[src/dtsb_pkg.sv]
// Shared constants, codes and types of the depth-tested sample buffer.
// No dependencies; every other file refers to this package by scoped names.
package dtsb_pkg;

   localparam int MAX_SAMPLE_WIDTH  = 256;
   localparam int MAX_SAMPLE_HEIGHT = 256;
   localparam int ADDR_W  = $clog2(MAX_SAMPLE_WIDTH * MAX_SAMPLE_HEIGHT);
   localparam int CLR_W   = $clog2(MAX_SAMPLE_WIDTH * MAX_SAMPLE_HEIGHT + 1);
   localparam int SW_W    = $clog2(MAX_SAMPLE_WIDTH + 1);
   localparam int SH_W    = $clog2(MAX_SAMPLE_HEIGHT + 1);
   localparam int COL_W   = $clog2(MAX_SAMPLE_WIDTH);
   localparam int ROW_W   = $clog2(MAX_SAMPLE_HEIGHT);
   localparam int BOX_W   = 10;
   localparam int CNT_W   = 17;
   localparam int QUEUE_DEPTH = 2;
   localparam int QPTR_W  = $clog2(QUEUE_DEPTH);
   localparam int CSR_ADDR_W = 4;

   localparam logic [23:0]      DEPTH_ONE = 24'd256;
   localparam logic [CNT_W-1:0] COUNT_MAX = {CNT_W{1'b1}};

   // register indexes (paddr[3:2])
   localparam logic [1:0] REG_IMAGE_WIDTH  = 2'd0;
   localparam logic [1:0] REG_IMAGE_HEIGHT = 2'd1;
   localparam logic [1:0] REG_ANTIALIAS    = 2'd2;
   localparam logic [1:0] REG_BACKGROUND   = 2'd3;

   typedef enum logic [1:0] {
      MODE_CLEAR      = 2'd0,
      MODE_FRAGMENT   = 2'd1,
      MODE_RESOLVE    = 2'd2,
      MODE_READ_DIRTY = 2'd3
   } mode_type;

   typedef struct packed {
      logic [2:0]      aa;
      logic [SW_W-1:0] sw;
      logic [SH_W-1:0] sh;
   } grid_type;

   typedef struct packed {
      mode_type         mode;
      logic             ok;
      logic [ROW_W-1:0] row;
      logic [COL_W-1:0] col;
      logic [23:0]      depth;
      logic [23:0]      color;
      grid_type         grid;
   } entry_type;

endpackage

[src/dtsb_if.sv]
// Request and response channel interfaces of the sample buffer.
// Depends on dtsb_pkg for field widths.
interface dtsb_req_if;
   logic               valid;
   logic               ready;
   logic [1:0]         mode;
   logic signed [12:0] coord_x;
   logic signed [12:0] coord_y;
   logic [23:0]        depth;
   logic [7:0]         red_in;
   logic [7:0]         green_in;
   logic [7:0]         blue_in;
   modport source (output valid, mode, coord_x, coord_y, depth, red_in, green_in, blue_in,
                   input ready);
   modport sink   (input valid, mode, coord_x, coord_y, depth, red_in, green_in, blue_in,
                   output ready);
endinterface


[src/dtsb_front.sv]
// Front end: takes request transactions and classifies them into queue entries.
// Depends on dtsb_pkg and dtsb_if.
module dtsb_front (
   dtsb_req_if.sink              req_chan,
   input  dtsb_pkg::grid_type    grid,
   input  logic                  q_full,
   output logic                  push,
   output dtsb_pkg::entry_type   push_entry
);
   logic [12:0] cx_u, cy_u;
   logic [15:0] end_x, end_y, base_x, base_y;
   logic        nonneg, frag_ok, res_ok;

   always_comb begin
      cx_u   = req_chan.coord_x;
      cy_u   = req_chan.coord_y;
      nonneg = !cx_u[12] && !cy_u[12];
      base_x = 16'(cx_u) * 16'(grid.aa);
      base_y = 16'(cy_u) * 16'(grid.aa);
      end_x  = 16'(cx_u + 13'd1) * 16'(grid.aa);
      end_y  = 16'(cy_u + 13'd1) * 16'(grid.aa);
      frag_ok = nonneg && (cx_u < 13'(grid.sw)) && (cy_u < 13'(grid.sh))
                && (req_chan.depth > dtsb_pkg::DEPTH_ONE);
      res_ok  = nonneg && (end_x <= 16'(grid.sw)) && (end_y <= 16'(grid.sh));
   end

   always_comb begin
      push_entry.mode  = dtsb_pkg::mode_type'(req_chan.mode);
      push_entry.depth = req_chan.depth;
      push_entry.color = {req_chan.red_in, req_chan.green_in, req_chan.blue_in};
      push_entry.grid  = grid;
      unique case (dtsb_pkg::mode_type'(req_chan.mode))
         dtsb_pkg::MODE_FRAGMENT: begin
            push_entry.ok  = frag_ok;
            push_entry.row = cy_u[dtsb_pkg::ROW_W-1:0];
            push_entry.col = cx_u[dtsb_pkg::COL_W-1:0];
         end
         dtsb_pkg::MODE_RESOLVE: begin
            push_entry.ok  = res_ok;
            push_entry.row = base_y[dtsb_pkg::ROW_W-1:0];
            push_entry.col = base_x[dtsb_pkg::COL_W-1:0];
         end
         default: begin
            push_entry.ok  = 1'b1;
            push_entry.row = '0;
            push_entry.col = '0;
         end
      endcase
   end

   assign req_chan.ready = !q_full;
   assign push           = req_chan.valid && !q_full;
endmodule

[src/flat_wrapper.sv]
// flat-port wrapper written by rule: the top's interface ports become plain ports
module dtsb_front_flat 
  (grid, q_full, push, push_entry, req_chan_valid, req_chan_mode, req_chan_coord_x, req_chan_coord_y, req_chan_depth, req_chan_red_in, req_chan_green_in, req_chan_blue_in, req_chan_ready);
  dtsb_req_if req_chan_i ();
  input  dtsb_pkg::grid_type grid;
  input  logic q_full;
  output logic push;
  output dtsb_pkg::entry_type push_entry;
  input wire logic [$bits(req_chan_i.valid)-1:0] req_chan_valid;
  input wire logic [$bits(req_chan_i.mode)-1:0] req_chan_mode;
  input wire logic [$bits(req_chan_i.coord_x)-1:0] req_chan_coord_x;
  input wire logic [$bits(req_chan_i.coord_y)-1:0] req_chan_coord_y;
  input wire logic [$bits(req_chan_i.depth)-1:0] req_chan_depth;
  input wire logic [$bits(req_chan_i.red_in)-1:0] req_chan_red_in;
  input wire logic [$bits(req_chan_i.green_in)-1:0] req_chan_green_in;
  input wire logic [$bits(req_chan_i.blue_in)-1:0] req_chan_blue_in;
  output wire logic [$bits(req_chan_i.ready)-1:0] req_chan_ready;
  assign req_chan_i.valid = req_chan_valid;
  assign req_chan_i.mode = req_chan_mode;
  assign req_chan_i.coord_x = req_chan_coord_x;
  assign req_chan_i.coord_y = req_chan_coord_y;
  assign req_chan_i.depth = req_chan_depth;
  assign req_chan_i.red_in = req_chan_red_in;
  assign req_chan_i.green_in = req_chan_green_in;
  assign req_chan_i.blue_in = req_chan_blue_in;
  assign req_chan_ready = req_chan_i.ready;
  dtsb_front u_core (.req_chan(req_chan_i), .grid(grid), .q_full(q_full), .push(push), .push_entry(push_entry));
endmodule
[config.mk]
export PLATFORM = sky130hd
export DESIGN_NAME = dtsb_front_flat
export DESIGN_NICKNAME = d
export VERILOG_FILES = /design/src/dtsb_pkg.sv /design/src/dtsb_if.sv /design/src/dtsb_front.sv /design/src/flat_wrapper.sv
export SDC_FILE = /design/constraint.sdc
export NUM_CORES = 1
export LEC_CHECK = 0
export BUFFER_PORTS_ARGS = -buffer_cell sky130_fd_sc_hd__buf_2
export CORE_ASPECT_RATIO = 1.1
export CORE_MARGIN = 1
export CORE_UTILIZATION = 45
export DETAILED_ROUTE_END_ITERATION = 16
export PLACE_DENSITY_LB_ADDON = 0.3
export SLEW_MARGIN = 20
export SYNTH_ARGS = -nofsm -noshare
export SYNTH_HDL_FRONTEND = slang
export SYNTH_SLANG_ARGS = --single-unit
[constraint.sdc]
create_clock -name vclk -period 5.87
set_input_delay 0.8805 -clock vclk [all_inputs]
set_output_delay 0.8805 -clock vclk [all_outputs]
set_load 0.02 [all_outputs]
==> results.md <==
- The number of global-route vias before repair is around 5,200.
- In this design, the largest share of critical-path delay is due to adder cells.
- The synthesized net count is 966.
- The number of synthesis warnings is 0.
- The wire length of the first global-routing pass is around 23 mm.
- The sequential cells in the finished layout cover a total of 0 sq um.
- The power per unit of standard cell area is 122 nW/um^2.
- The number of buffers inserted by hold repair at cts is 0.
- The library cell used most frequently in the layout, excluding fill and tap cells, is sky130_fd_sc_hd__buf_2.
- In this run the mean area of a mapped cell was approximately 7 sq um.
- The share of the synthesized area in compound gates (AO/OA/AOI/OAI) is 0.156.
- Measured against its own limit, the worst slew margin works out to 0.459.
- The starting density of the core is 0.460.
- The total count of max-transition violations in the final report was 0.
- The total buffers and inverters traversed by the critical path is 3.
- In the global route stage, met2 resource usage came out at 0.455.
- In this run, distinct cell masters in the synthesized netlist total 53.
- The number of primary I/O pins is ~190.
- There are 0 flip-flops and latches.
- The largest stage delay on the critical path is ~0.54 ns.
- The filler cells instantiated in the layout total approximately 1,100.
- 0 antenna diodes ended up in the layout.
- The detailed router's first-iteration violation count is 185.
- The cell type with the largest total area after synthesis is sky130_fd_sc_hd__ha_1.
- The share of the synthesized netlist area taken by xor and xnor gates is 0.0865.
- Dividing the detail-routed wire length by the instance count gives 13.6 um.
- In the global route stage, met3 resource usage came out at 0.0107.
- The area of the multi-input gates is ~4600 sq um.
- The congestion estimate from routability-driven global placement came to around 0.88.
- The actual transition at the worst max-transition pin is around 0.8 ns.
- The worst setup path is captured at an output port.
- Wires add up to 13.8 mm.
- Once detailed placement completed, the half-perimeter wirelength came to 11.6 mm.
- The simple-gate area share of the yosys netlist is 0.226.
- The run finished with clean final reports.
- Data on the critical path is required at its endpoint by around 5.0 ns.
- STA puts the critical path data arrival time at approximately 5 ns.
- The number of antenna violations at the first check in global routing is 0.
- The dominant combinational cell family by area after synthesis is adder cells.
- The die covers ~12,000 sq um.
- The kind of launch point of the worst setup path is an input pin.
- The number of standard cells after synthesis is 749.
- The iteration count of the initial detailed-routing pass is 5.
- The multiplexer fraction of the synthesized cell area is 0.00380.
- The post-synth design cell area is approximately 5300 sq um.
- The area share of the largest cell type after synthesis is 0.190.
- The count of buffers added on input and output ports is 141.
- Traced cell by cell, the critical path runs through buf_8 > ha_4 > xor2_2 > nand2_1 > fa_1 > inv_1 > ha_1 > fa_1 > a21oi_2 > o211ai_1 > nor2_1 > xnor2_1 > ha_1 > o22ai_2 > or4_4 > a221oi_2 > o211ai_1 > nor3_2 > nand4bb_1 > o21bai_1 > buf_4.
- Of the total synthesized cell area, the portion taken by full adders, half adders and majority gates is 0.335.
- The final count of hold timing violations is 0.
- Setup repair after global routing could not meet its margin everywhere.
- In the finished design, the share of the clock period the worst path needs comes to 0.994.
- The global routing stage identified its most utilized layer as met2.
- The width of the die is around 110 um.
- The core region is ~11,000 sq um.
- Setup total negative slack on the finished layout was measured at 0 ns.
- In the routed layout, each cell is associated on average with a via count of ~5.3.
- In this run the remaining antenna-violating nets after routing total 0.
- Setup violations remaining at the end of the flow were counted as 0.
- The cell with the biggest individual delay on the critical path is sky130_fd_sc_hd__or4_4.
- The final critical-path required period is slightly below 6 ns.
- The fraction of layout instances using a drive strength above 1 is 0.303.
- The tool flagged a number of max-cap violations equal to 0.
- The classification of the worst setup path is in -> out.
- For this run, the total global-route usage over all layers was measured as 0.226.
- For met1 alone, demand over resource in global routing was 0.274.
- The floorplan step set the die height to 115 um.
- Row generation in the floorplan step produced 41 rows.
- After detailed routing, the number of remaining DRC violations is 0.
- Measured on the finished design, the core utilization comes to 0.560.
- The maximum clock frequency is approximately 0.17 GHz.
- IR analysis of the VDD net gives a maximum drop of approximately 67 uV.
- The remaining global-route overflow is 0.
- Along the worst path, the maximum fanout reaches 4.
- In the layout the commonest cells are sky130_fd_sc_hd__buf_2, sky130_fd_sc_hd__nand2_1, sky130_fd_sc_hd__inv_1, sky130_fd_sc_hd__ha_1, sky130_fd_sc_hd__buf_4.
- The net count of the finished layout is 1,085.
- For this design the static power due to leakage is ~3.5 nW.
- The layout has 0 clock buffers.
- Sorting the synthesized cells by area gives the leading types as sky130_fd_sc_hd__ha_1, sky130_fd_sc_hd__fa_1, sky130_fd_sc_hd__buf_4.
- Across all layers, the routed design uses approximately 5,400 vias.
- The growth of design area from synthesis to finish is 21.8%.
- The proportion of synthesized chip area in sequential cells is 0.
- Entering global routing, the biggest net connects 23 pins.
- The worst hold path belongs to the class in -> out.
-- power breakdown --
group	switching (mW)	leakage, nW	internal, mW	total [mW]
Combinational	0.423	3.51	0.358	0.781
Clock	0	0	0	0
Sequential	0	0	0	0
Total	0.423	3.51	0.358	0.781
-- layout make-up --
cell class | instances | area share
Tap cell | 150 | 0.0293
Inverter | 100 | 0.0586
Multi-Input combinational cell | 551 | 0.710
Timing Repair Buffer | 215 | 0.202
-- per-stage QoR --
step	hold slack, ns	instance area (sq um)	total power, mW	instances	worst slack [ns]
after floorplan	1.84	5260	0.512	749	0.0111
after global placement	1.76	5970	0.701	1002	-0.108
after global routing	1.76	6410	0.875	1016	-0.195
final	1.76	6410	0.781	1016	0.0349
after detailed placement	1.76	5970	0.707	1002	-0.252
after CTS	1.76	6170	0.740	1008	0.00823
-- synth_stat cells (all sizes together) (2+ instances only) --
| cell type | instances |
|---|---|
| a31oi | 2 |
| o21bai | 5 |
| nand2 | 128 |
| a211oi | 5 |
| mux2i | 2 |
| clkbuf | 25 |
| o22ai | 4 |
| or2 | 4 |
| or3 | 5 |
| or4 | 4 |
| nor4 | 8 |
| fa | 38 |
| a221oi | 2 |
| nor3 | 5 |
| a21oi | 30 |
| ha | 80 |
| o2111ai | 5 |
| and3 | 4 |
| inv | 100 |
| nand3 | 20 |
| and2 | 14 |
| xor2 | 22 |
| nor2 | 34 |
| a21o | 12 |
| o21ai | 20 |
| a211o | 2 |
| xnor2 | 30 |
| o311ai | 4 |
| nor2b | 9 |
| nand4 | 10 |
| buf | 73 |
| o31ai | 2 |
| nand2b | 8 |
| o211ai | 7 |
| a22oi | 14 |
-- kinds of logic after synthesis --
group	after synthesis
XOR/XNOR	52
AO/OA/AOI/OAI	122
buffers and inverters	198
adder cells (fa/ha/maj)	118
multiplexers	2
AND/OR/NAND/NOR	257
-- path summary, 6_finish.rpt --
path	startpoint	end	slack, ns	depth (start not counted)
hold / removal	req_chan_blue_in[3]	push_entry[24]	1.76	0
setup / recovery	req_chan_coord_x[0]	push_entry[85]	0.03	21
-- routing by layer --
layer	vias up	part of all wire
met5	-	0
met4	0	0.0079
met3	8	0.055
met2	185	0.52
met1	2565	0.42
li1	2661	-
-- repair_timing --
action                                  CTS  global route
endpoints found under the setup margin    1             1
gates cloned                              0             0
buffers inserted                          6             8
gates resized for setup                  31            30
pin swaps                                20            25
Power figures use the tool's default switching activity.
