<file path="config.mk">
export PLATFORM = sky130hd
export DESIGN_NAME = dtsb_queue
export DESIGN_NICKNAME = d
export VERILOG_FILES = /design/src/dtsb_pkg.sv /design/src/dtsb_queue.sv
export SDC_FILE = /design/constraint.sdc
export NUM_CORES = 1
export LEC_CHECK = 0
export BUFFER_PORTS_ARGS = -buffer_cell sky130_fd_sc_hd__buf_4
export CAP_MARGIN = 15
export CORE_MARGIN = 8
export CORE_UTILIZATION = 35
export DETAILED_ROUTE_END_ITERATION = 8
export HOLD_SLACK_MARGIN = 0.03
export MAX_ROUTING_LAYER = met4
export PLACE_DENSITY = 0.58
export REMOVE_ABC_BUFFERS = 1
export SYNTH_ARGS = -nofsm -noshare
export SYNTH_HDL_FRONTEND = slang
export SYNTH_SLANG_ARGS = --single-unit
</file>
<file path="constraint.sdc">
create_clock -name clock -period 19.4 [get_ports clock]
set_input_delay 5.82 -clock clock [delete_from_list [all_inputs] [get_ports clock]]
set_output_delay 5.82 -clock clock [all_outputs]
set_load 0.005 [all_outputs]
</file>
<file path="src/dtsb_pkg.sv">
// Shared constants, codes and types of the depth-tested sample buffer.
// No dependencies; every other file refers to this package by scoped names.
package dtsb_pkg;

   localparam int MAX_SAMPLE_WIDTH  = 256;
   localparam int MAX_SAMPLE_HEIGHT = 256;
   localparam int ADDR_W  = $clog2(MAX_SAMPLE_WIDTH * MAX_SAMPLE_HEIGHT);
   localparam int CLR_W   = $clog2(MAX_SAMPLE_WIDTH * MAX_SAMPLE_HEIGHT + 1);
   localparam int SW_W    = $clog2(MAX_SAMPLE_WIDTH + 1);
   localparam int SH_W    = $clog2(MAX_SAMPLE_HEIGHT + 1);
   localparam int COL_W   = $clog2(MAX_SAMPLE_WIDTH);
   localparam int ROW_W   = $clog2(MAX_SAMPLE_HEIGHT);
   localparam int BOX_W   = 10;
   localparam int CNT_W   = 17;
   localparam int QUEUE_DEPTH = 2;
   localparam int QPTR_W  = $clog2(QUEUE_DEPTH);
   localparam int CSR_ADDR_W = 4;

   localparam logic [23:0]      DEPTH_ONE = 24'd256;
   localparam logic [CNT_W-1:0] COUNT_MAX = {CNT_W{1'b1}};

   // register indexes (paddr[3:2])
   localparam logic [1:0] REG_IMAGE_WIDTH  = 2'd0;
   localparam logic [1:0] REG_IMAGE_HEIGHT = 2'd1;
   localparam logic [1:0] REG_ANTIALIAS    = 2'd2;
   localparam logic [1:0] REG_BACKGROUND   = 2'd3;

   typedef enum logic [1:0] {
      MODE_CLEAR      = 2'd0,
      MODE_FRAGMENT   = 2'd1,
      MODE_RESOLVE    = 2'd2,
      MODE_READ_DIRTY = 2'd3
   } mode_type;

   typedef struct packed {
      logic [2:0]      aa;
      logic [SW_W-1:0] sw;
      logic [SH_W-1:0] sh;
   } grid_type;

   typedef struct packed {
      mode_type         mode;
      logic             ok;
      logic [ROW_W-1:0] row;
      logic [COL_W-1:0] col;
      logic [23:0]      depth;
      logic [23:0]      color;
      grid_type         grid;
   } entry_type;

endpackage

</file>
<file path="src/dtsb_queue.sv">
// Short queue between the classifying front end and the sample engine.
// Depends on dtsb_pkg.
module dtsb_queue (
   input  logic                 clock,
   input  logic                 reset,
   input  logic                 push,
   input  dtsb_pkg::entry_type  push_entry,
   input  logic                 pop,
   output logic                 full,
   output logic                 empty,
   output dtsb_pkg::entry_type  head
);
   localparam int CNT_W = $clog2(dtsb_pkg::QUEUE_DEPTH + 1);

   dtsb_pkg::entry_type             slot_ff [dtsb_pkg::QUEUE_DEPTH];
   logic [dtsb_pkg::QPTR_W-1:0]     wr_ptr_ff, wr_ptr_in, rd_ptr_ff, rd_ptr_in;
   logic [CNT_W-1:0]                count_ff, count_in;

   function automatic logic [dtsb_pkg::QPTR_W-1:0] bump(input logic [dtsb_pkg::QPTR_W-1:0] p);
      return (32'(p) == dtsb_pkg::QUEUE_DEPTH - 1) ? '0 : p + 1'b1;
   endfunction

   assign full  = (32'(count_ff) == dtsb_pkg::QUEUE_DEPTH);
   assign empty = (count_ff == '0);
   assign head  = slot_ff[rd_ptr_ff];

   always_comb begin
      wr_ptr_in = push ? bump(wr_ptr_ff) : wr_ptr_ff;
      rd_ptr_in = pop  ? bump(rd_ptr_ff) : rd_ptr_ff;
      count_in  = count_ff + CNT_W'(push) - CNT_W'(pop);
   end

   always_ff @(posedge clock) begin
      if (reset) begin
         wr_ptr_ff <= '0;
         rd_ptr_ff <= '0;
         count_ff  <= '0;
      end else begin
         wr_ptr_ff <= wr_ptr_in;
         rd_ptr_ff <= rd_ptr_in;
         count_ff  <= count_in;
      end
   end

   always_ff @(posedge clock) begin
      if (push) slot_ff[wr_ptr_ff] <= push_entry;
   end
endmodule

</file>
==> impl_results.html, run 1 <==
<table>
<tr><th>Metric</th><th>Value</th></tr>
<tr><th colspan="2">Placement</th></tr>
<tr><td>Placer congestion estimate</td><td>0.682</td></tr>
<tr><td>HPWL Detailed</td><td>8800 um</td></tr>
<tr><td>Cell count after placement</td><td>703</td></tr>
<tr><td>Placed Instance Area</td><td>8260 um2</td></tr>
<tr><td>Pre-CTS setup slack</td><td>11.42 ns</td></tr>
<tr><td>Port Buffer Count</td><td>181</td></tr>
<tr><th colspan="2">Clocking</th></tr>
<tr><td>Number of gates resized after CTS</td><td>0</td></tr>
<tr><td>Number of buffers created by CTS</td><td>17</td></tr>
<tr><td>Clock-pin slew reported for the worst setup and hold paths after clock tree synthesis</td><td>0.07 ns</td></tr>
<tr><td>H-tree lvl count</td><td>4</td></tr>
<tr><td>Clock latency of the later-clocked register in the worst-skew pair</td><td>0.42 ns</td></tr>
<tr><td>Clock tree from TritonCTS</td><td>yes</td></tr>
<tr><td>CTS Buffer Depth</td><td>2</td></tr>
<tr><td>Clock Root Buffer</td><td>sky130_fd_sc_hd__clkbuf_16</td></tr>
<tr><td>Number of clock sinks</td><td>181</td></tr>
<tr><td>Hold_buf cts</td><td>0</td></tr>
<tr><td>Number of post-CTS setup repair buffers</td><td>0</td></tr>
<tr><th colspan="2">Detailed routing</th></tr>
<tr><td>Average detailed-routed wire length per instance</td><td>18.2 um</td></tr>
<tr><td>Routed wire length</td><td>13400 um</td></tr>
<tr><td>Number of remaining DRC errors</td><td>0</td></tr>
<tr><td>Iteration-0 DRC count of the detailed router</td><td>155</td></tr>
<tr><td>Number of nets with antenna violations after routing</td><td>0</td></tr>
<tr><td>Detailed-routing iteration count for the pre-antenna-repair pass</td><td>4</td></tr>
<tr><td>Vias after detailed routing</td><td>3286</td></tr>
<tr><td>Average via count per standard cell</td><td>4.47</td></tr>
<tr><th colspan="2">Floorplanning</th></tr>
<tr><td>Io pins</td><td>182</td></tr>
<tr><td>Die width</td><td>154 um</td></tr>
<tr><td>Area of the core</td><td>18600 um2</td></tr>
<tr><td>Area of the die</td><td>23600 um2</td></tr>
<tr><td>Starting utilization of the core area</td><td>35.6%</td></tr>
<tr><td>Site Rows</td><td>50</td></tr>
<tr><td>Die extent in y</td><td>154 um</td></tr>
<tr><th colspan="2">Logic synthesis</th></tr>
<tr><td>Post-synthesis instance area</td><td>6640 um2</td></tr>
<tr><td>Gate Count Post-Synth</td><td>295</td></tr>
<tr><td>Sequential fraction of the synthesis area</td><td>81.1%</td></tr>
<tr><td>FF+latch count, synth</td><td>181</td></tr>
<tr><td>Total number of yosys warnings</td><td>0</td></tr>
<tr><td>Library cells used by synthesis</td><td>13</td></tr>
<tr><td>Mean cell area of the mapped netlist</td><td>22.5 um2</td></tr>
<tr><th colspan="2">Setup path</th></tr>
<tr><td>CP required</td><td>13.58 ns</td></tr>
<tr><td>Critical path data arrival time</td><td>2.45 ns</td></tr>
<tr><td>Critical path depth</td><td>3</td></tr>
<tr><td>Cell breakdown of the critical path</td><td>buf_4 -&gt; mux2_2 -&gt; buf_4</td></tr>
<tr><td>Critical path type</td><td>register to output pin</td></tr>
<tr><td>Worst reg2reg path endpoint</td><td>slot_ff[0][76]$_DFFE_PP_</td></tr>
<tr><td>Register-to-Register Setup Slack</td><td>17.09 ns</td></tr>
<tr><td>Critical path buffers and inverters</td><td>2</td></tr>
<tr><td>Most used cell along the critical path</td><td>sky130_fd_sc_hd__buf_4</td></tr>
<tr><td>Crit path launch type</td><td>register</td></tr>
<tr><td>Critical Path Fanout Max</td><td>49</td></tr>
<tr><td>R2R Path Start</td><td>wr_ptr_ff$_SDFFE_PP0P_</td></tr>
<tr><td>Worst Setup End Kind</td><td>output pin</td></tr>
<tr><td>Cell with the largest stage delay on the worst path</td><td>sky130_fd_sc_hd__dfxtp_4</td></tr>
<tr><td>Top cell family by delay on the critical path</td><td>buffers and inverters</td></tr>
<tr><td>Critical Path Max Stage Delay</td><td>0.72 ns</td></tr>
<tr><td>R2R depth</td><td>2</td></tr>
<tr><th colspan="2">STA</th></tr>
<tr><td>Total negative slack for setup checks</td><td>0 ns</td></tr>
<tr><td>Count of endpoints failing hold in the final timing report</td><td>0</td></tr>
<tr><td>Max-slew violations</td><td>0</td></tr>
<tr><td>Slew margin rel.</td><td>36.7%</td></tr>
<tr><td>Layout Skew</td><td>0.0104 ns</td></tr>
<tr><td>Share of the cycle needed by the critical path after routing</td><td>42.6%</td></tr>
<tr><td>Final Hold Slack</td><td>0.530 ns</td></tr>
<tr><td>Final setup fails</td><td>0</td></tr>
<tr><td>Final worst slack</td><td>11.13 ns</td></tr>
<tr><td>Shortest period the worst path allows</td><td>8.27 ns</td></tr>
<tr><td>RSZ-0062 raised after global routing</td><td>no</td></tr>
<tr><td>Worst-margin pin slew</td><td>0.948 ns</td></tr>
<tr><td>Fmax</td><td>0.121 GHz</td></tr>
<tr><th colspan="2">Finish</th></tr>
<tr><td>Number of nets in the finished design</td><td>582</td></tr>
<tr><td>Fillcell total</td><td>1606</td></tr>
<tr><td>Final instance area</td><td>8800 um2</td></tr>
<tr><td>Ratio of cells with drive above 1 in the final layout</td><td>61.3%</td></tr>
<tr><td>Antenna fix cells</td><td>0</td></tr>
<tr><td>Commonest non-fill, non-tap cell in the layout</td><td>sky130_fd_sc_hd__buf_4</td></tr>
<tr><td>Leading cell types in the layout, fill and taps excluded</td><td>sky130_fd_sc_hd__buf_4 (184), sky130_fd_sc_hd__edfxtp_1 (176), sky130_fd_sc_hd__mux2_2 (68)</td></tr>
<tr><td>Layout Area Growth over Synthesis</td><td>32.5%</td></tr>
<tr><td>Final standard cell count with taps included and fillers excluded</td><td>735</td></tr>
<tr><th colspan="2">Hold path</th></tr>
<tr><td>Class of the tightest hold or removal check</td><td>register to register</td></tr>
<tr><td>Hold Crit Depth</td><td>2</td></tr>
<tr><td>Hold Path End</td><td>rd_ptr_ff$_SDFFE_PP0P_</td></tr>
<tr><td>Hold_sp</td><td>rd_ptr_ff$_SDFFE_PP0P_</td></tr>
<tr><th colspan="2">GRT</th></tr>
<tr><td>Global Route Usage Sum</td><td>11.8%</td></tr>
<tr><td>Wire length of the first global-routing pass</td><td>20700 um</td></tr>
<tr><td>Via count of the first global-routing pass</td><td>3814</td></tr>
<tr><td>Total congestion overflow</td><td>0</td></tr>
<tr><td>Antenna violations before repair</td><td>0</td></tr>
<tr><td>Pin count of the biggest net entering global routing</td><td>59</td></tr>
<tr><th colspan="2">Power and ir drop</th></tr>
<tr><td>Power density relative to cell area</td><td>101 nW/um2</td></tr>
<tr><td>Maximum vdd drop</td><td>0.0597 mV</td></tr>
<tr><td>Leakage power figure</td><td>3.31 nW</td></tr>
<tr><th colspan="2">Job</th></tr>
<tr><td>Number of violations of the max-capacitance limit</td><td>0</td></tr>
<tr><th colspan="2">Run status</th></tr>
<tr><td>Run status</td><td>finished clean</td></tr>
</table>
how the worst max path moves through the flow:
| stage | startpoint | end | slack, ns |
|---|---|---|---|
| final | register | head[8] | 11.13 |
| after global routing | register | head[8] | 10.98 |
| after CTS | register | head[8] | 11.04 |
| after detailed placement | push | slot_ff[0][54]$_DFFE_PP_ | 11.42 |
| after global placement | push | slot_ff[0][4]$_DFFE_PP_ | 11.45 |
| after floorplan | push | slot_ff[0][0]$_DFFE_PP_ | 9.19 |
metal layers:
layer | part of all wire [%] | vias to the layer above | global-route usage, %
met5 | 0 | - | -
met1 | 43 | 1621 | 13.2
li1 | - | 1546 | -
met2 | 51 | 110 | 19.5
met4 | 1.1 | 0 | 3.92
met3 | 5.5 | 9 | 4.09
cells by family after synthesis:
kind of cell	count (synthesis)	synth area share (%)
buffers and inverters	12	1.24
DFF	181	81.1
xor gates and xnor gates	3	0.603
adders and majority gates	2	0.377
and+or+nand+nor	9	0.659
muxes	88	16.0
flip-flops by register name, summed over array words and instances, names as in the netlist, named ones only:
signal,count
count_ff,2
slot_ff,176
rd_ptr_ff,1
wr_ptr_ff,1
where the power goes:
part | internal (mW) | switching (mW) | total (mW)
sequential | 0.456 | 0.00907 | 0.465
combinational | 0.0627 | 0.0421 | 0.105
clock | 0.167 | 0.153 | 0.320
synth_stat cells (all sizes together):
cell / count / area (um2)
nor2b: 3 / 18.8
xnor2: 2 / 17.5
xnor3: 1 / 22.5
ha: 2 / 25.0
inv: 2 / 7.51
buf: 10 / 75.1
nor2: 5 / 18.8
and2: 1 / 6.26
dfxtp: 5 / 100
mux2: 88 / 1070
edfxtp: 176 / 5290
area by class of cell:
class                      count  area (um2)  area share, %
inverter                       2        7.51         0.0853
tap                          234         293           3.33
clock inverter                15         121           1.38
timing repair buffer         184        1380           15.7
multi-input combinational    102        1180           13.5
sequential                   181        5390           61.2
clock buffer                  17         425           4.83
worst reg2reg max path, delay by kind of cell (launching register included):
family / cells / cell delay [ns]
buffers and inverters: 1 / 0.79
DFF: 1 / 0.36
and+or+nand+nor: 1 / 0.75
stage by stage:
step / util (%) / total power [mW]
after floorplan: - / 0.522
after global placement: 44.3 / 0.579
after detailed placement: 44.3 / 0.582
after CTS: 47.2 / 0.903
after global routing: 47.2 / 0.927
final: 47.2 / 0.890
(Power assumes the default switching activity.)
==> run 2, diff against run 1 <==
--- a/config.mk
+++ b/config.mk
@@ -5,6 +5,7 @@
 export SDC_FILE = /design/constraint.sdc
 export NUM_CORES = 1
 export LEC_CHECK = 0
+export ABC_AREA = 1
 export BUFFER_PORTS_ARGS = -buffer_cell sky130_fd_sc_hd__buf_4
 export CAP_MARGIN = 15
 export CORE_MARGIN = 8
@@ -12,7 +13,7 @@
 export DETAILED_ROUTE_END_ITERATION = 8
 export HOLD_SLACK_MARGIN = 0.03
 export MAX_ROUTING_LAYER = met4
-export PLACE_DENSITY = 0.58
+export PLACE_DENSITY = 0.6
 export REMOVE_ABC_BUFFERS = 1
 export SYNTH_ARGS = -nofsm -noshare
 export SYNTH_HDL_FRONTEND = slang
==> constraint.sdc (replaced) <==
create_clock -name clock -period 7 [get_ports clock]
set_input_delay 2.1 -clock clock [delete_from_list [all_inputs] [get_ports clock]]
set_output_delay 2.1 -clock clock [all_outputs]
set_load 0.005 [all_outputs]
==> run 2 against run 1 <==
Effect of this change:
- utilization down 0.25 points
- via count is 2.1% higher
- final area fell by 0.20%
- final cell count is 1.2% higher
- critical path type unchanged
- largest cell class unchanged
==> impl_results.html, run 2 <==
<table>
<tr><th>Metric</th><th>Value</th></tr>
<tr><th colspan="2">Run status</th></tr>
<tr><td>Run status</td><td>finished clean (unchanged)</td></tr>
<tr><th colspan="2">Clocking</th></tr>
<tr><td>Number of clock sinks</td><td>181 (unchanged)</td></tr>
<tr><td>Clock tree from TritonCTS</td><td>yes (unchanged)</td></tr>
<tr><td>Number of buffers created by CTS</td><td>17 (unchanged)</td></tr>
<tr><td>CTS Buffer Depth</td><td>2 (unchanged)</td></tr>
<tr><td>Hold_buf cts</td><td>0 (unchanged)</td></tr>
<tr><td>Clock latency of the later-clocked register in the worst-skew pair</td><td>0.41 ns (was 0.42 ns)</td></tr>
<tr><td>Clock Root Buffer</td><td>sky130_fd_sc_hd__clkbuf_16 (unchanged)</td></tr>
<tr><td>Number of post-CTS setup repair buffers</td><td>0 (unchanged)</td></tr>
<tr><td>Clock-pin slew reported for the worst setup and hold paths after clock tree synthesis</td><td>0.06 ns (was 0.07 ns)</td></tr>
<tr><td>H-tree lvl count</td><td>4 (unchanged)</td></tr>
<tr><td>Number of gates resized after CTS</td><td>0 (unchanged)</td></tr>
<tr><th colspan="2">Floorplanning</th></tr>
<tr><td>Starting utilization of the core area</td><td>35.6% (about the same)</td></tr>
<tr><td>Area of the core</td><td>18700 um2 (was 18600 um2)</td></tr>
<tr><td>Die extent in y</td><td>154 um (about the same)</td></tr>
<tr><td>Io pins</td><td>182 (unchanged)</td></tr>
<tr><td>Site Rows</td><td>50 (unchanged)</td></tr>
<tr><td>Die width</td><td>154 um (about the same)</td></tr>
<tr><td>Area of the die</td><td>23700 um2 (was 23600 um2)</td></tr>
<tr><th colspan="2">Finish</th></tr>
<tr><td>Commonest non-fill, non-tap cell in the layout</td><td>sky130_fd_sc_hd__buf_4 (unchanged)</td></tr>
<tr><td>Max reg flops</td><td>176 (unchanged)</td></tr>
<tr><td>Ratio of cells with drive above 1 in the final layout</td><td>58.4% (was 61.3%)</td></tr>
<tr><td>Leading registers by flop count</td><td>slot_ff (176), count_ff (2) (unchanged)</td></tr>
<tr><td>Fillcell total</td><td>1617 (was 1606)</td></tr>
<tr><td>Layout Area Growth over Synthesis</td><td>32.1% (was 32.5%)</td></tr>
<tr><td>Leading cell types in the layout, fill and taps excluded</td><td>sky130_fd_sc_hd__buf_4 (184), sky130_fd_sc_hd__edfxtp_1 (176), sky130_fd_sc_hd__mux2_2 (68) (unchanged)</td></tr>
<tr><td>Register ranked first by flip-flop count</td><td>slot_ff (unchanged)</td></tr>
<tr><td>Antenna fix cells</td><td>0 (unchanged)</td></tr>
<tr><td>Final instance area</td><td>8780 um2 (was 8800 um2)</td></tr>
<tr><td>Number of nets in the finished design</td><td>592 (was 582)</td></tr>
<tr><th colspan="2">Setup path</th></tr>
<tr><td>Critical path type</td><td>register to output pin (unchanged)</td></tr>
<tr><td>Critical path data arrival time</td><td>2.44 ns (was 2.45 ns)</td></tr>
<tr><td>CP required</td><td>4.90 ns (was 13.58 ns)</td></tr>
<tr><td>Worst Setup End Kind</td><td>output pin (unchanged)</td></tr>
<tr><td>Cell with the largest stage delay on the worst path</td><td>sky130_fd_sc_hd__dfxtp_4 (unchanged)</td></tr>
<tr><td>Critical Path Max Stage Delay</td><td>0.94 ns (was 0.72 ns)</td></tr>
<tr><td>Cell breakdown of the critical path</td><td>buf_4 -&gt; mux2_2 -&gt; buf_4 (unchanged)</td></tr>
<tr><td>Top cell family by delay on the critical path</td><td>flip-flops (was buffers and inverters)</td></tr>
<tr><td>Crit path launch type</td><td>register (unchanged)</td></tr>
<tr><td>Most used cell along the critical path</td><td>sky130_fd_sc_hd__buf_4 (unchanged)</td></tr>
<tr><td>Critical Path Fanout Max</td><td>58 (was 49)</td></tr>
<tr><td>Critical path buffers and inverters</td><td>2 (unchanged)</td></tr>
<tr><th colspan="2">Logic synthesis</th></tr>
<tr><td>Gate Count Post-Synth</td><td>305 (was 295)</td></tr>
<tr><td>Async SR Flop Fraction</td><td>0% (unchanged)</td></tr>
<tr><td>Cell type contributing the most total cell area after synthesis</td><td>sky130_fd_sc_hd__edfxtp_1 (unchanged)</td></tr>
<tr><td>EDFF count, synth</td><td>176 (unchanged)</td></tr>
<tr><td>Most used standard cell by instance count after synthesis</td><td>sky130_fd_sc_hd__edfxtp_1 (unchanged)</td></tr>
<tr><td>Total number of yosys warnings</td><td>0 (unchanged)</td></tr>
<tr><td>Most frequent cells after synthesis</td><td>sky130_fd_sc_hd__edfxtp_1 (176), sky130_fd_sc_hd__mux2_2 (68), sky130_fd_sc_hd__mux2_4 (20) (unchanged)</td></tr>
<tr><td>Library cells used by synthesis</td><td>14 (was 13)</td></tr>
<tr><td>Sequential fraction of the synthesis area</td><td>81.0% (was 81.1%)</td></tr>
<tr><td>FF+latch count, synth</td><td>181 (unchanged)</td></tr>
<tr><td>Leading post-synthesis cells by cell area</td><td>sky130_fd_sc_hd__edfxtp_1 (79%), sky130_fd_sc_hd__mux2_2 (12%), sky130_fd_sc_hd__mux2_4 (4.5%) (was sky130_fd_sc_hd__edfxtp_1 (80%), sky130_fd_sc_hd__mux2_2 (12%), sky130_fd_sc_hd__mux2_4 (4.5%))</td></tr>
<tr><td>Mean cell area of the mapped netlist</td><td>21.8 um2 (was 22.5 um2)</td></tr>
<tr><td>Area share of the largest cell type after synthesis</td><td>79.5% (was 79.6%)</td></tr>
<tr><td>Most used DFF post-synth</td><td>sky130_fd_sc_hd__edfxtp_1 (unchanged)</td></tr>
<tr><td>Post-synthesis instance area</td><td>6650 um2 (was 6640 um2)</td></tr>
<tr><th colspan="2">Power and ir drop</th></tr>
<tr><td>Power density relative to cell area</td><td>273 nW/um2 (was 101 nW/um2)</td></tr>
<tr><td>Maximum vdd drop</td><td>0.157 mV (was 0.0597 mV)</td></tr>
<tr><td>Leakage power figure</td><td>3.31 nW (about the same)</td></tr>
<tr><th colspan="2">GRT</th></tr>
<tr><td>Wire length of the first global-routing pass</td><td>21300 um (was 20700 um)</td></tr>
<tr><td>Via count of the first global-routing pass</td><td>3873 (was 3814)</td></tr>
<tr><td>Global Route Usage Sum</td><td>12.1% (was 11.8%)</td></tr>
<tr><td>Antenna violations before repair</td><td>0 (unchanged)</td></tr>
<tr><td>Total congestion overflow</td><td>0 (unchanged)</td></tr>
<tr><td>Pin count of the biggest net entering global routing</td><td>70 (was 59)</td></tr>
<tr><th colspan="2">Detailed routing</th></tr>
<tr><td>Average detailed-routed wire length per instance</td><td>18.3 um (was 18.2 um)</td></tr>
<tr><td>Routed wire length</td><td>13600 um (was 13400 um)</td></tr>
<tr><td>Vias after detailed routing</td><td>3355 (was 3286)</td></tr>
<tr><td>Detailed-routing iteration count for the pre-antenna-repair pass</td><td>4 (unchanged)</td></tr>
<tr><td>Average via count per standard cell</td><td>4.51 (was 4.47)</td></tr>
<tr><td>Iteration-0 DRC count of the detailed router</td><td>168 (was 155)</td></tr>
<tr><td>Number of nets with antenna violations after routing</td><td>0 (unchanged)</td></tr>
<tr><td>Number of remaining DRC errors</td><td>0 (unchanged)</td></tr>
<tr><th colspan="2">STA</th></tr>
<tr><td>Final Hold Slack</td><td>0.520 ns (was 0.530 ns)</td></tr>
<tr><td>Fmax</td><td>0.220 GHz</td></tr>
<tr><td>Count of endpoints failing hold in the final timing report</td><td>0 (unchanged)</td></tr>
<tr><td>Final setup fails</td><td>0 (unchanged)</td></tr>
<tr><td>RSZ-0062 raised after global routing</td><td>no (unchanged)</td></tr>
<tr><td>Max-slew violations</td><td>0 (unchanged)</td></tr>
<tr><td>Shortest period the worst path allows</td><td>4.54 ns</td></tr>
<tr><td>Slew margin rel.</td><td>33.5% (was 36.7%)</td></tr>
<tr><td>Total negative slack for setup checks</td><td>0 ns (unchanged)</td></tr>
<tr><td>Worst-margin pin slew</td><td>0.998 ns (was 0.948 ns)</td></tr>
<tr><td>Layout Skew</td><td>0.00883 ns (was 0.0104 ns)</td></tr>
<tr><td>Share of the cycle needed by the critical path after routing</td><td>64.8%</td></tr>
<tr><th colspan="2">Placement</th></tr>
<tr><td>Placer congestion estimate</td><td>0.737 (was 0.682)</td></tr>
<tr><td>HPWL Detailed</td><td>9070 um (was 8800 um)</td></tr>
<tr><td>Placed Instance Area</td><td>8260 um2 (about the same)</td></tr>
<tr><td>Port Buffer Count</td><td>181 (unchanged)</td></tr>
<tr><th colspan="2">Hold path</th></tr>
<tr><td>Class of the tightest hold or removal check</td><td>register to register (unchanged)</td></tr>
<tr><th colspan="2">Job</th></tr>
<tr><td>Number of violations of the max-capacitance limit</td><td>0 (unchanged)</td></tr>
</table>
-- run 2: final timing paths --
| path | end | slack (ns) | startpoint | cells past startpoint |
|---|---|---|---|---|
| hold reg to reg | rd_ptr_ff$_SDFFE_PP0P_ | 0.52 | rd_ptr_ff$_SDFFE_PP0P_ | 2 |
| setup reg to reg | slot_ff[0][83]$_DFFE_PP_ | 4.84 | wr_ptr_ff$_SDFFE_PP0P_ | 2 |
| hold / removal | rd_ptr_ff$_SDFFE_PP0P_ | 0.52 | rd_ptr_ff$_SDFFE_PP0P_ | 2 |
| setup / recovery | head[54] | 2.46 | register | 3 |
-- run 2: cell type report --
type / count / area [um2] / area share, %
Clock inverter: 13 / 92.6 / 1.05
Multi-Input combinational cell: 106 / 1170 / 13.3
Inverter: 8 / 32.5 / 0.370
Timing Repair Buffer: 184 / 1380 / 15.7
Sequential cell: 181 / 5390 / 61.3
Tap cell: 234 / 293 / 3.33
Clock buffer: 18 / 429 / 4.89
-- run 2: report_power, final --
| group | switching (mW) | leakage (nW) | total, mW | internal [mW] |
|---|---|---|---|---|
| Clock | 0.371 | 0.244 | 0.849 | 0.478 |
| Sequential | 0.0285 | 1.69 | 1.28 | 1.26 |
| Combinational | 0.105 | 1.37 | 0.266 | 0.161 |
| Total | 0.504 | 3.31 | 2.40 | 1.89 |
-- run 2: per-layer routing --
layer	up-vias	wire (um)	global-route usage [%]
met2	105	6850	19.5
met1	1672	5910	13.9
met3	4	828	4.54
li1	1574	-	-
met4	0	65	3.36
met5	-	0	-
-- run 2: cells by family after synthesis --
family	after synthesis	synth area share [%]
flops	181	81.0
mux	88	16.0
buf+inv	18	1.58
simple gates	14	0.828
fa+ha+maj	2	0.376
compound gates	1	0.0752
xor+xnor	1	0.132
-- run 2: metrics by stage --
step | setup WS [ns] | utilization, % | power, mW | cells
after detailed placement | 2.77 | 44.2 | 1.58 | 713
after CTS | 2.31 | 47.0 | 2.44 | 744
final | 2.46 | 47.0 | 2.40 | 744
after global placement | 2.79 | 44.2 | 1.57 | 713
after floorplan | 0.637 | - | 1.42 | 295
after global routing | 2.24 | 47.0 | 2.50 | 744
-- run 2: worst reg2reg max path, cell delays in order, from the launching register on --
cell and delay, ns:
sky130_fd_sc_hd__dfxtp_1 0.34, sky130_fd_sc_hd__nor2_4 0.50, sky130_fd_sc_hd__buf_4 0.83
==> run 3, diff against run 2 <==
--- a/config.mk
+++ b/config.mk
@@ -5,7 +5,7 @@
 export SDC_FILE = /design/constraint.sdc
 export NUM_CORES = 1
 export LEC_CHECK = 0
-export ABC_AREA = 1
+export ABC_AREA = 0
 export BUFFER_PORTS_ARGS = -buffer_cell sky130_fd_sc_hd__buf_4
 export CAP_MARGIN = 15
 export CORE_MARGIN = 8
@@ -13,7 +13,7 @@
 export DETAILED_ROUTE_END_ITERATION = 8
 export HOLD_SLACK_MARGIN = 0.03
 export MAX_ROUTING_LAYER = met4
-export PLACE_DENSITY = 0.6
+export PLACE_DENSITY = 0.58
 export REMOVE_ABC_BUFFERS = 1
 export SYNTH_ARGS = -nofsm -noshare
 export SYNTH_HDL_FRONTEND = slang
==> constraint.sdc (replaced) <==
create_clock -name clock -period 4.65 [get_ports clock]
set_input_delay 1.395 -clock clock [delete_from_list [all_inputs] [get_ports clock]]
set_output_delay 1.395 -clock clock [all_outputs]
set_load 0.005 [all_outputs]
==> run 3 against run 2 <==
Effect of this change:
- critical path depth unchanged
- routed wire length about the same
- utilization up 0.33 points
- clock skew up 0.00085 ns
- via count down 0.48%
- critical path type unchanged
- flip-flop and latch count unchanged
- sequential power up 52%
- worst hold slack about the same
- worst setup slack worse by 1.4 ns
- final area up 0.37%
- largest cell class unchanged
- clock-buffer cell count up 4
- final cell count down 0.94%
==> impl_results.html, run 3 (synthesized netlist as in run 1, its figures left out) <==
<table>
<tr><th>Metric</th><th>Value</th></tr>
<tr><th colspan="2">GRT</th></tr>
<tr><td>Global-route met3 utilization</td><td>4.15% (was 4.54%)</td></tr>
<tr><td>Met1 Usage GRT</td><td>13.8% (was 13.9%)</td></tr>
<tr><td>Global Route Usage Sum</td><td>12.2% (was 12.1%)</td></tr>
<tr><td>Wire length of the first global-routing pass</td><td>21400 um (was 21300 um)</td></tr>
<tr><td>Layer with the highest usage</td><td>met2 (unchanged)</td></tr>
<tr><td>Global Route met2 Usage</td><td>19.9% (was 19.5%)</td></tr>
<tr><td>Via count of the first global-routing pass</td><td>3924 (was 3873)</td></tr>
<tr><td>Antenna violations before repair</td><td>0 (unchanged)</td></tr>
<tr><td>Pin count of the biggest net entering global routing</td><td>48 (was 70)</td></tr>
<tr><td>Total congestion overflow</td><td>0 (unchanged)</td></tr>
<tr><th colspan="2">STA</th></tr>
<tr><td>Slew margin rel.</td><td>43.0% (was 33.5%)</td></tr>
<tr><td>Layout Skew</td><td>0.00968 ns (was 0.00883 ns)</td></tr>
<tr><td>Shortest period the worst path allows</td><td>3.63 ns</td></tr>
<tr><td>Count of endpoints failing hold in the final timing report</td><td>0 (unchanged)</td></tr>
<tr><td>RSZ-0062 raised after global routing</td><td>no (unchanged)</td></tr>
<tr><td>Final Hold Slack</td><td>0.520 ns (about the same)</td></tr>
<tr><td>Fmax</td><td>0.276 GHz</td></tr>
<tr><td>Worst-margin pin slew</td><td>0.853 ns (was 0.998 ns)</td></tr>
<tr><td>Max-slew violations</td><td>0 (unchanged)</td></tr>
<tr><td>Final setup fails</td><td>0 (unchanged)</td></tr>
<tr><td>Share of the cycle needed by the critical path after routing</td><td>78.0%</td></tr>
<tr><th colspan="2">Detailed routing</th></tr>
<tr><td>Routed wire length</td><td>13600 um (about the same)</td></tr>
<tr><td>Vias after detailed routing</td><td>3339 (was 3355)</td></tr>
<tr><td>Number of remaining DRC errors</td><td>0 (unchanged)</td></tr>
<tr><td>Detailed-routing iteration count for the pre-antenna-repair pass</td><td>4 (unchanged)</td></tr>
<tr><td>Average via count per standard cell</td><td>4.53 (was 4.51)</td></tr>
<tr><td>Average detailed-routed wire length per instance</td><td>18.5 um (was 18.3 um)</td></tr>
<tr><td>Iteration-0 DRC count of the detailed router</td><td>209 (was 168)</td></tr>
<tr><td>Number of nets with antenna violations after routing</td><td>0 (unchanged)</td></tr>
<tr><th colspan="2">Power and ir drop</th></tr>
<tr><td>Leakage power figure</td><td>3.32 nW (was 3.31 nW)</td></tr>
<tr><td>Power consumption</td><td>3.68 mW (was 2.40 mW)</td></tr>
<tr><td>Power density relative to cell area</td><td>418 nW/um2 (was 273 nW/um2)</td></tr>
<tr><td>Maximum vdd drop</td><td>0.240 mV (was 0.157 mV)</td></tr>
<tr><th colspan="2">Floorplanning</th></tr>
<tr><td>Io pins</td><td>182 (unchanged)</td></tr>
<tr><td>Area of the core</td><td>18600 um2 (was 18700 um2)</td></tr>
<tr><td>Die extent in y</td><td>154 um (about the same)</td></tr>
<tr><td>Site Rows</td><td>50 (unchanged)</td></tr>
<tr><td>Die width</td><td>154 um (about the same)</td></tr>
<tr><td>Area of the die</td><td>23600 um2 (was 23700 um2)</td></tr>
<tr><td>Starting utilization of the core area</td><td>35.6% (about the same)</td></tr>
<tr><th colspan="2">Setup path</th></tr>
<tr><td>CP required</td><td>3.25 ns (was 4.90 ns)</td></tr>
<tr><td>Critical path type</td><td>register to output pin (unchanged)</td></tr>
<tr><td>Critical Path Fanout Max</td><td>47 (was 58)</td></tr>
<tr><td>Crit path launch type</td><td>register (unchanged)</td></tr>
<tr><td>Worst Setup End Kind</td><td>output pin (unchanged)</td></tr>
<tr><td>Critical path data arrival time</td><td>2.23 ns (was 2.44 ns)</td></tr>
<tr><th colspan="2">Hold path</th></tr>
<tr><td>Class of the tightest hold or removal check</td><td>register to register (unchanged)</td></tr>
<tr><th colspan="2">Run status</th></tr>
<tr><td>Run status</td><td>finished clean (unchanged)</td></tr>
<tr><th colspan="2">Placement</th></tr>
<tr><td>Port Buffer Count</td><td>181 (unchanged)</td></tr>
<tr><td>HPWL Detailed</td><td>9370 um (was 9070 um)</td></tr>
<tr><td>Placer congestion estimate</td><td>0.690 (was 0.737)</td></tr>
<tr><th colspan="2">Clocking</th></tr>
<tr><td>Clock-pin slew reported for the worst setup and hold paths after clock tree synthesis</td><td>0.06 ns (about the same)</td></tr>
<tr><td>Clock tree from TritonCTS</td><td>yes (unchanged)</td></tr>
<tr><td>CTS Buffer Depth</td><td>2 (unchanged)</td></tr>
<tr><td>Clock latency of the later-clocked register in the worst-skew pair</td><td>0.41 ns (about the same)</td></tr>
<tr><td>Number of clock sinks</td><td>181 (unchanged)</td></tr>
<tr><td>Clock Root Buffer</td><td>sky130_fd_sc_hd__clkbuf_16 (unchanged)</td></tr>
<tr><td>Hold_buf cts</td><td>0 (unchanged)</td></tr>
<tr><td>Number of gates resized after CTS</td><td>0 (unchanged)</td></tr>
<tr><td>H-tree lvl count</td><td>4 (unchanged)</td></tr>
<tr><td>Number of buffers created by CTS</td><td>17 (unchanged)</td></tr>
<tr><td>Number of post-CTS setup repair buffers</td><td>0 (unchanged)</td></tr>
<tr><th colspan="2">Finish</th></tr>
<tr><td>Antenna fix cells</td><td>0 (unchanged)</td></tr>
<tr><td>Layout Area Growth over Synthesis</td><td>32.7% (was 32.1%)</td></tr>
<tr><td>Number of nets in the finished design</td><td>585 (was 592)</td></tr>
<tr><td>Register ranked first by flip-flop count</td><td>slot_ff (unchanged)</td></tr>
<tr><td>Fillcell total</td><td>1597 (was 1617)</td></tr>
<tr><td>Commonest non-fill, non-tap cell in the layout</td><td>sky130_fd_sc_hd__buf_4 (unchanged)</td></tr>
<tr><td>Leading registers by flop count</td><td>slot_ff (176), count_ff (2) (unchanged)</td></tr>
<tr><td>Max reg flops</td><td>176 (unchanged)</td></tr>
<tr><td>Leading cell types in the layout, fill and taps excluded</td><td>sky130_fd_sc_hd__buf_4 (186), sky130_fd_sc_hd__edfxtp_1 (176), sky130_fd_sc_hd__mux2_2 (68) (was sky130_fd_sc_hd__buf_4 (184), sky130_fd_sc_hd__edfxtp_1 (176), sky130_fd_sc_hd__mux2_2 (68))</td></tr>
<tr><td>Ratio of cells with drive above 1 in the final layout</td><td>60.2% (was 58.4%)</td></tr>
<tr><th colspan="2">Job</th></tr>
<tr><td>Number of violations of the max-capacitance limit</td><td>0 (unchanged)</td></tr>
</table>
-- run 3: layer usage --
metal | share of wire, % | vias up
met1 | 44 | 1665
li1 | - | 1553
met5 | 0 | -
met2 | 50 | 109
met3 | 5.4 | 12
met4 | 1.2 | 0
-- run 3: final cells by class --
| type | instances | area, um2 | share of cell area [%] |
|---|---|---|---|
| Clock buffer | 22 | 444 | 5.04 |
| Clock inverter | 9 | 82.6 | 0.937 |
| Inverter | 2 | 7.51 | 0.0851 |
| Multi-Input combinational cell | 102 | 1180 | 13.4 |
| Sequential cell | 181 | 5390 | 61.1 |
| Tap cell | 234 | 293 | 3.32 |
| Timing Repair Buffer | 187 | 1420 | 16.1 |
-- run 3: worst max-delay path, stage by stage, from the launching register on --
cell and delay [ns]:
sky130_fd_sc_hd__dfxtp_4 0.81, sky130_fd_sc_hd__buf_4 0.46, sky130_fd_sc_hd__mux2_2 0.39, sky130_fd_sc_hd__buf_4 0.14
-- run 3: where the power goes --
group | total [mW] | internal [mW] | switching [mW] | leakage, nW
registers | 1.95 | 1.90 | 0.0417 | 1.69
clock network | 1.30 | 0.732 | 0.564 | 0.255
logic | 0.441 | 0.267 | 0.174 | 1.37
-- run 3: path summary, 6_finish.rpt --
| kind | from | endpoint | slack, ns | cells after the start |
|---|---|---|---|---|
| worst max register to register | wr_ptr_ff$_SDFFE_PP0P_ | slot_ff[0][87]$_DFFE_PP_ | 2.82 | 2 |
| worst min register to register | rd_ptr_ff$_SDFFE_PP0P_ | rd_ptr_ff$_SDFFE_PP0P_ | 0.52 | 2 |
| worst max-delay path | register | head[84] | 1.02 | 3 |
| worst min-delay path | rd_ptr_ff$_SDFFE_PP0P_ | rd_ptr_ff$_SDFFE_PP0P_ | 0.52 | 2 |
-- run 3: stage by stage --
step	utilization [%]	area (um2)	cells	TNS [ns]	setup slack (ns)
global route	47.3	8820	737	0	0.856
finish	47.3	8820	737	0	1.02
global placement	44.5	8290	706	0	1.43
detailed placement	44.5	8290	706	0	1.39
CTS	47.3	8820	737	0	0.938
floorplan	-	6570	285	-99.47	-1.13
